### src/design/vdm_pkg.sv
// ----------------------------------------------------------------------------
// Vector distance metrics package
// Metric and status codes, command and flag bundles, and the output clamp.
// ----------------------------------------------------------------------------
package vdm_pkg;

	localparam logic [3:0] MET_EUCLID    = 4'd0;
	localparam logic [3:0] MET_CHEBYSHEV = 4'd1;
	localparam logic [3:0] MET_MANHATTAN = 4'd3;
	localparam logic [3:0] MET_TANIMOTO  = 4'd5;
	localparam logic [3:0] MET_COSINE    = 4'd8;

	localparam logic [1:0] ST_OK       = 2'd0;
	localparam logic [1:0] ST_UNIMPL   = 2'd1;
	localparam logic [1:0] ST_ZERO_DIV = 2'd2;
	localparam logic [1:0] ST_SAT      = 2'd3;

	localparam logic [1:0] SQ_RAD = 2'd0;
	localparam logic [1:0] SQ_A   = 2'd1;
	localparam logic [1:0] SQ_B   = 2'd2;

	// Start value of the step counter for each iterative operation; it counts down to zero.
	localparam logic [6:0] EUC_LAST  = 7'd46;
	localparam logic [6:0] NORM_LAST = 7'd30;
	localparam logic [6:0] DIV_LAST  = 7'd95;

	localparam logic signed [47:0] DIST_MAX     = 48'sh7FFF_FFFF_FFFF;
	localparam logic signed [47:0] DIST_MIN     = 48'sh8000_0000_0000;
	localparam logic signed [47:0] DIST_NEG_ONE = 48'shFFFF_0000_0000;
	localparam logic [50:0]        QUO_CAP      = 51'h4_0000_0000_0000;
	localparam logic signed [52:0] ONE_Q32      = 53'sh0_0001_0000_0000;

	typedef struct packed {
		logic       take;
		logic       prep;
		logic       sq_load;
		logic [1:0] sq_src;
		logic       sq_step;
		logic       keep_ra;
		logic       mul;
		logic       dv_load;
		logic       dv_step;
		logic       res_load;
		logic [3:0] metric;
	} vdm_cmd_t;

	typedef struct packed {
		logic rad_over;
		logic tden_zero;
		logic cden_zero;
	} vdm_flags_t;

	typedef struct packed {
		logic signed [47:0] dist_v;
		logic               sat;
	} vdm_clamp_t;

	function automatic vdm_clamp_t clamp_dist(input logic signed [52:0] v);
		vdm_clamp_t r;
		r.sat = !((&v[52:47]) || !(|v[52:47]));
		if (r.sat) begin
			r.dist_v = v[52] ? DIST_MIN : DIST_MAX;
		end else begin
			r.dist_v = v[47:0];
		end
		return r;
	endfunction

endpackage

### src/design/vdm_ctrl.sv
// ----------------------------------------------------------------------------
// Vector distance metrics controller
// Sequences accumulation, square roots, multiply, divide and result loading.
// ----------------------------------------------------------------------------
module vdm_ctrl (
	input  logic              clk,
	input  logic              arst_n,
	input  logic              item_valid,
	output logic              item_stall,
	input  logic              last_element,
	output logic              result_valid,
	input  logic              result_stall,
	input  logic              cfg_write,
	input  logic [3:0]        cfg_data,
	input  vdm_pkg::vdm_flags_t flags,
	output vdm_pkg::vdm_cmd_t   cmd
);

	localparam logic [3:0] S_RUN   = 4'd0;
	localparam logic [3:0] S_DRAIN = 4'd1;
	localparam logic [3:0] S_PREP  = 4'd2;
	localparam logic [3:0] S_SETUP = 4'd3;
	localparam logic [3:0] S_SQRT  = 4'd4;
	localparam logic [3:0] S_SQA   = 4'd5;
	localparam logic [3:0] S_SQB0  = 4'd6;
	localparam logic [3:0] S_SQB   = 4'd7;
	localparam logic [3:0] S_MUL   = 4'd8;
	localparam logic [3:0] S_CHK   = 4'd9;
	localparam logic [3:0] S_DIV   = 4'd10;
	localparam logic [3:0] S_FIN   = 4'd11;

	logic [3:0] state_q, state_d;
	logic [6:0] cnt_q, cnt_d;
	logic [3:0] metric_q;
	logic       out_valid_q;

	assign item_stall   = (state_q != S_RUN);
	assign result_valid = out_valid_q;

	always_comb begin
		state_d    = state_q;
		cnt_d      = cnt_q;
		cmd        = '0;
		cmd.metric = metric_q;
		cmd.sq_src = vdm_pkg::SQ_RAD;
		case (state_q)
			S_RUN: begin
				cmd.take = item_valid;
				if (item_valid && last_element) begin
					state_d = S_DRAIN;
				end
			end
			S_DRAIN: state_d = S_PREP;
			S_PREP: begin
				cmd.prep = 1'b1;
				state_d  = S_SETUP;
			end
			S_SETUP: begin
				state_d = S_FIN;
				case (metric_q)
					vdm_pkg::MET_EUCLID: begin
						if (!flags.rad_over) begin
							cmd.sq_load = 1'b1;
							cnt_d       = vdm_pkg::EUC_LAST;
							state_d     = S_SQRT;
						end
					end
					vdm_pkg::MET_TANIMOTO: begin
						if (!flags.tden_zero) begin
							cmd.dv_load = 1'b1;
							cnt_d       = vdm_pkg::DIV_LAST;
							state_d     = S_DIV;
						end
					end
					vdm_pkg::MET_COSINE: begin
						cmd.sq_load = 1'b1;
						cmd.sq_src  = vdm_pkg::SQ_A;
						cnt_d       = vdm_pkg::NORM_LAST;
						state_d     = S_SQA;
					end
					default: state_d = S_FIN;
				endcase
			end
			S_SQRT, S_SQA, S_SQB: begin
				cmd.sq_step = 1'b1;
				cnt_d       = cnt_q - 7'd1;
				if (cnt_q == '0) begin
					state_d = (state_q == S_SQA) ? S_SQB0 :
					          (state_q == S_SQB) ? S_MUL : S_FIN;
				end
			end
			S_SQB0: begin
				cmd.keep_ra = 1'b1;
				cmd.sq_load = 1'b1;
				cmd.sq_src  = vdm_pkg::SQ_B;
				cnt_d       = vdm_pkg::NORM_LAST;
				state_d     = S_SQB;
			end
			S_MUL: begin
				cmd.mul = 1'b1;
				state_d = S_CHK;
			end
			S_CHK: begin
				if (flags.cden_zero) begin
					state_d = S_FIN;
				end else begin
					cmd.dv_load = 1'b1;
					cnt_d       = vdm_pkg::DIV_LAST;
					state_d     = S_DIV;
				end
			end
			S_DIV: begin
				cmd.dv_step = 1'b1;
				cnt_d       = cnt_q - 7'd1;
				if (cnt_q == '0) begin
					state_d = S_FIN;
				end
			end
			S_FIN: begin
				if (!out_valid_q || !result_stall) begin
					cmd.res_load = 1'b1;
					state_d      = S_RUN;
				end
			end
			default: state_d = S_RUN;
		endcase
	end

	always_ff @(posedge clk or negedge arst_n) begin
		if (!arst_n) begin
			state_q     <= S_RUN;
			cnt_q       <= '0;
			metric_q    <= vdm_pkg::MET_EUCLID;
			out_valid_q <= 1'b0;
		end else begin
			state_q <= state_d;
			cnt_q   <= cnt_d;
			if (cfg_write) begin
				metric_q <= cfg_data;
			end
			if (cmd.res_load) begin
				out_valid_q <= 1'b1;
			end else if (!result_stall) begin
				out_valid_q <= 1'b0;
			end
		end
	end

endmodule

### config.mk
export PLATFORM = sky130hd
export DESIGN_NAME = vdm_ctrl
export DESIGN_NICKNAME = d
export VERILOG_FILES = /design/src/design/vdm_pkg.sv /design/src/design/vdm_ctrl.sv
export SDC_FILE = /design/constraint.sdc
export NUM_CORES = 1
export LEC_CHECK = 0
export BUFFER_PORTS_ARGS = -buffer_cell sky130_fd_sc_hd__buf_2
export CAP_MARGIN = 30
export CORE_UTILIZATION = 56
export CTS_BUF_LIST = sky130_fd_sc_hd__clkbuf_16
export DETAILED_ROUTE_END_ITERATION = 8
export GPL_TIMING_DRIVEN = 0
export PLACE_DENSITY = 0.94
export SYNTH_ARGS = -nofsm -noshare
export SYNTH_HDL_FRONTEND = slang
export SYNTH_SLANG_ARGS = --single-unit
### constraint.sdc
create_clock -name clk -period 3.9 [get_ports clk]
set_input_delay 0.585 -clock clk [delete_from_list [all_inputs] [get_ports clk]]
set_output_delay 0.585 -clock clk [all_outputs]
set_load 0.01 [all_outputs]
==> summary.txt <==
Place
  – Area after detailed placement: 1350 um^2
  – Weighted congestion reported at the end of routability-driven placement: 0.8279
  – Number of I/O port buffers: 29
  – DP Wirelength: 2106 um

Synth
  – Count of mapped cells out of synthesis: 141
  – Total of warnings raised by yosys: 0
  – Post-synth EDFFs: 0
  – Average size of a mapped cell: 8.306 um^2
  – Syn_nets: 156
  – Yosys reg bits: 16
  – Sequential area share after synthesis: 34.19%
  – Synth async-reset ratio: 100.0%
  – Main synth FF type: sky130_fd_sc_hd__dfrtp_1
  – Count of unique library cells instantiated by Yosys: 45
  – Area of the mapped netlist: 1171 um^2

STA
  – Final hold viol count: 0
  – Max-slew violation total from the final report: 0
  – Ratio of final minimum period to clock period: 61.52%
  – Final Critical Period: 2.399 ns
  – Setup skew after layout: 0.002293 ns
  – Timing-limited maximum frequency: 0.4168 GHz
  – Worst Max-Slew Pin Slew: 0.6314 ns
  – Worst max-slew margin expressed relative to the limit: 56.70%
  – RSZ-0062 raised after global routing: false
  – Total of endpoints with negative setup slack in the final report: 0
  – Setup total negative slack: 0 ns
  – Worst-case hold slack: 0.2461 ns

Routing
  – DR vias/cell: 6.274
  – Number of detailed-route iterations in the first pass: 5
  – Post-detailed-route DRC marker count: 0
  – Routed length per placed instance: 14.73 um
  – Via count: 1261
  – Drt first-iter violations: 42
  – Total wirelength of the detailed-routed design: 2961 um
  – ANT nets after route: 0

Die
  – Placeable core region: 1962 um^2
  – Row cnt: 16
  – Area of the die: 2278 um^2
  – Die width: 47.73 um
  – Ports placed on the boundary: 30
  – Die H: 47.73 um
  – Initial standard-cell utilization of the core: 59.69%

Global route
  – Global route overflow: 0
  – Via count of the first global-routing pass: 1035
  – Initial antenna violation count: 0
  – Global-route wire length before repair: 4505 um
  – Pin count of the biggest net entering global routing: 17
  – Overall Global Routing Usage: 28.66%

Worst setup path
  – Delay of the slowest critical-path stage: 0.43 ns
  – Worst-path maximum fanout: 6
  – Category of the critical setup timing path: reg -> out
  – Critical path required time: 3.31 ns
  – Cell-by-cell trace of the critical path: or2_1 > buf_2 > nor4_1 > a21boi_0 > nor2_1 > buf_2
  – Kind of end point of the critical path: primary output
  – Critical path launch point type: register
  – Most frequent CP cell: sky130_fd_sc_hd__buf_2
  – CP Data Arrival Time: 1.81 ns
  – Slowest cell on crit path: sky130_fd_sc_hd__dfrtp_1

Power
  – Max VDD drop: 0.0003943 V
  – Total power divided by cell area: 757.8 nW/um^2
  – Net switching power figure: 0.4729 mW
  – Leakage power total: 0.6476 nW
  – Share of total power in sequential cells: 26.8%
  – Fraction of power consumed by combinational cells: 54.3%
  – Internal power contribution: 0.6099 mW
  – Relative contribution of the clock network to total power: 18.9%
  – Net Sw Frac: 43.67%
  – Total Power: 1.083 mW

Clock tree
  – Clock root buffer: sky130_fd_sc_hd__clkbuf_16
  – Count of hold-fix buffers inserted at cts: 0
  – Number of post-CTS setup repair buffers: 0
  – Clock-pin transition on the worst setup and hold timing paths: 0.05 ns
  – Clock H-tree levels: 1
  – Maximum clock path buffer count: 2
  – Clock insertion delay at the later pin of the skew report: 0.25 ns
  – TritonCTS clock tree: built
  – Total CTS buffers: 3
  – Clock sink count: 16
  – Post-cts sizing count: 0

Layout
  – Most used cells in the layout excluding fill and tap cells: sky130_fd_sc_hd__buf_2 (32), sky130_fd_sc_hd__nand2_1 (16), sky130_fd_sc_hd__dfrtp_1 (16)
  – Area added between synthesis and finish: 22.01%
  – # nets final: 190
  – Share of cells above drive strength 1: 29.31%
  – Most frequent standard cell in the layout excluding fill and tap cells: sky130_fd_sc_hd__buf_2
  – # diodes: 0
  – Final Core Density: 72.83%
  – Layout Cell Area excl Fill: 1429 um^2

Worst hold path
  – Worst hold path type: in -> async

Outcome
  – Status: completed

Run
  – Max Cap Violations: 0
Yosys cell counts, types with 2 or more instances:
library cell | instances | area (um^2)
sky130_fd_sc_hd__o31ai_2 | 2 | 25.02
sky130_fd_sc_hd__a31oi_1 | 4 | 25.02
sky130_fd_sc_hd__nand2_1 | 16 | 60.06
sky130_fd_sc_hd__nor4_1 | 2 | 12.51
sky130_fd_sc_hd__inv_1 | 7 | 26.28
sky130_fd_sc_hd__buf_2 | 3 | 15.01
sky130_fd_sc_hd__clkbuf_1 | 2 | 7.510
sky130_fd_sc_hd__nor3_1 | 11 | 55.05
sky130_fd_sc_hd__o21ai_0 | 4 | 20.02
sky130_fd_sc_hd__nor2b_1 | 3 | 18.77
sky130_fd_sc_hd__nor2_1 | 15 | 56.30
sky130_fd_sc_hd__dfrtp_1 | 16 | 400.4
sky130_fd_sc_hd__mux2_2 | 6 | 67.56
sky130_fd_sc_hd__nand4_1 | 2 | 12.51
sky130_fd_sc_hd__o22ai_1 | 3 | 18.77
sky130_fd_sc_hd__a22oi_1 | 2 | 15.01
sky130_fd_sc_hd__a211oi_1 | 2 | 15.01
sky130_fd_sc_hd__a21oi_1 | 10 | 50.05
sky130_fd_sc_hd__ha_1 | 2 | 25.02
sky130_fd_sc_hd__nand2b_1 | 4 | 25.02
sequential cells by signal, summed over array words and instances, names as in the netlist:
signal,flops
cnt_q,7
metric_q,4
state_q,4
result_valid,1
metal layers:
metal | track usage [%] | up-vias | part of all wire [%]
li1 | - | 577 | -
met1 | 38.69 | 591 | 43
met2 | 40.00 | 79 | 44
met3 | 8.302 | 14 | 10
met4 | 17.78 | 0 | 3.2
met5 | 0 | - | 0
critical path, delay by kind of cell (launching register included):
kind                   cells  cell delay (ns)
and+or+nand+nor            3             0.68
buffers and inverters      2             0.28
DFF                        1             0.43
AOI/OAI and AO/OA          1             0.18
path summary, 6_finish.rpt:
check / start / to / slack [ns] / depth (start not counted)
max: metric_q[2] / cmd[12] / 1.50 / 6
min: arst_n / cnt_q[2] / 0.25 / 1
max reg2reg: state_q[2] / cnt_q[0] / 1.70 / 7
min reg2reg: cnt_q[3] / cnt_q[3] / 0.51 / 1
max in group asynchronous: arst_n / metric_q[0] / 3.38 / 1
min in group clk: cnt_q[3] / cnt_q[3] / 0.51 / 1
through the flow:
stage	std cells	worst slack [ns]
5_1_grt	201	1.336
6_report	201	1.501
4_1_cts	201	1.496
3_5_place_dp	197	1.708
3_3_place_gp	197	1.739
2_1_floorplan	141	1.846
power by group through the flow:
stage	logic, mW	registers (mW)	clock network (mW)
global route	0.640	0.296	0.212
detailed placement	0.572	0.288	0
finish	0.588	0.290	0.205
floorplan	0.436	0.279	0
CTS	0.578	0.287	0.206
global placement	0.542	0.283	0
kinds of logic after synthesis:
kind of cell,count (synthesis),synth area share [%]
compound gates,37,22.11
mux,8,7.905
fa+ha+maj,2,2.136
buf+inv,15,6.090
flops,16,34.19
simple gates,63,27.56
layout make-up:
type | count | area, um^2
buffer | 8 | 45.04
clock buffer | 3 | 75.07
multi-input combinational | 110 | 699.4
fill | 156 | 533.0
timing repair buffer | 29 | 145.1
sequential | 16 | 400.4
inverter | 7 | 26.28
clock inverter | 1 | 3.754
tap | 27 | 33.78
(Power assumes the default switching activity.)
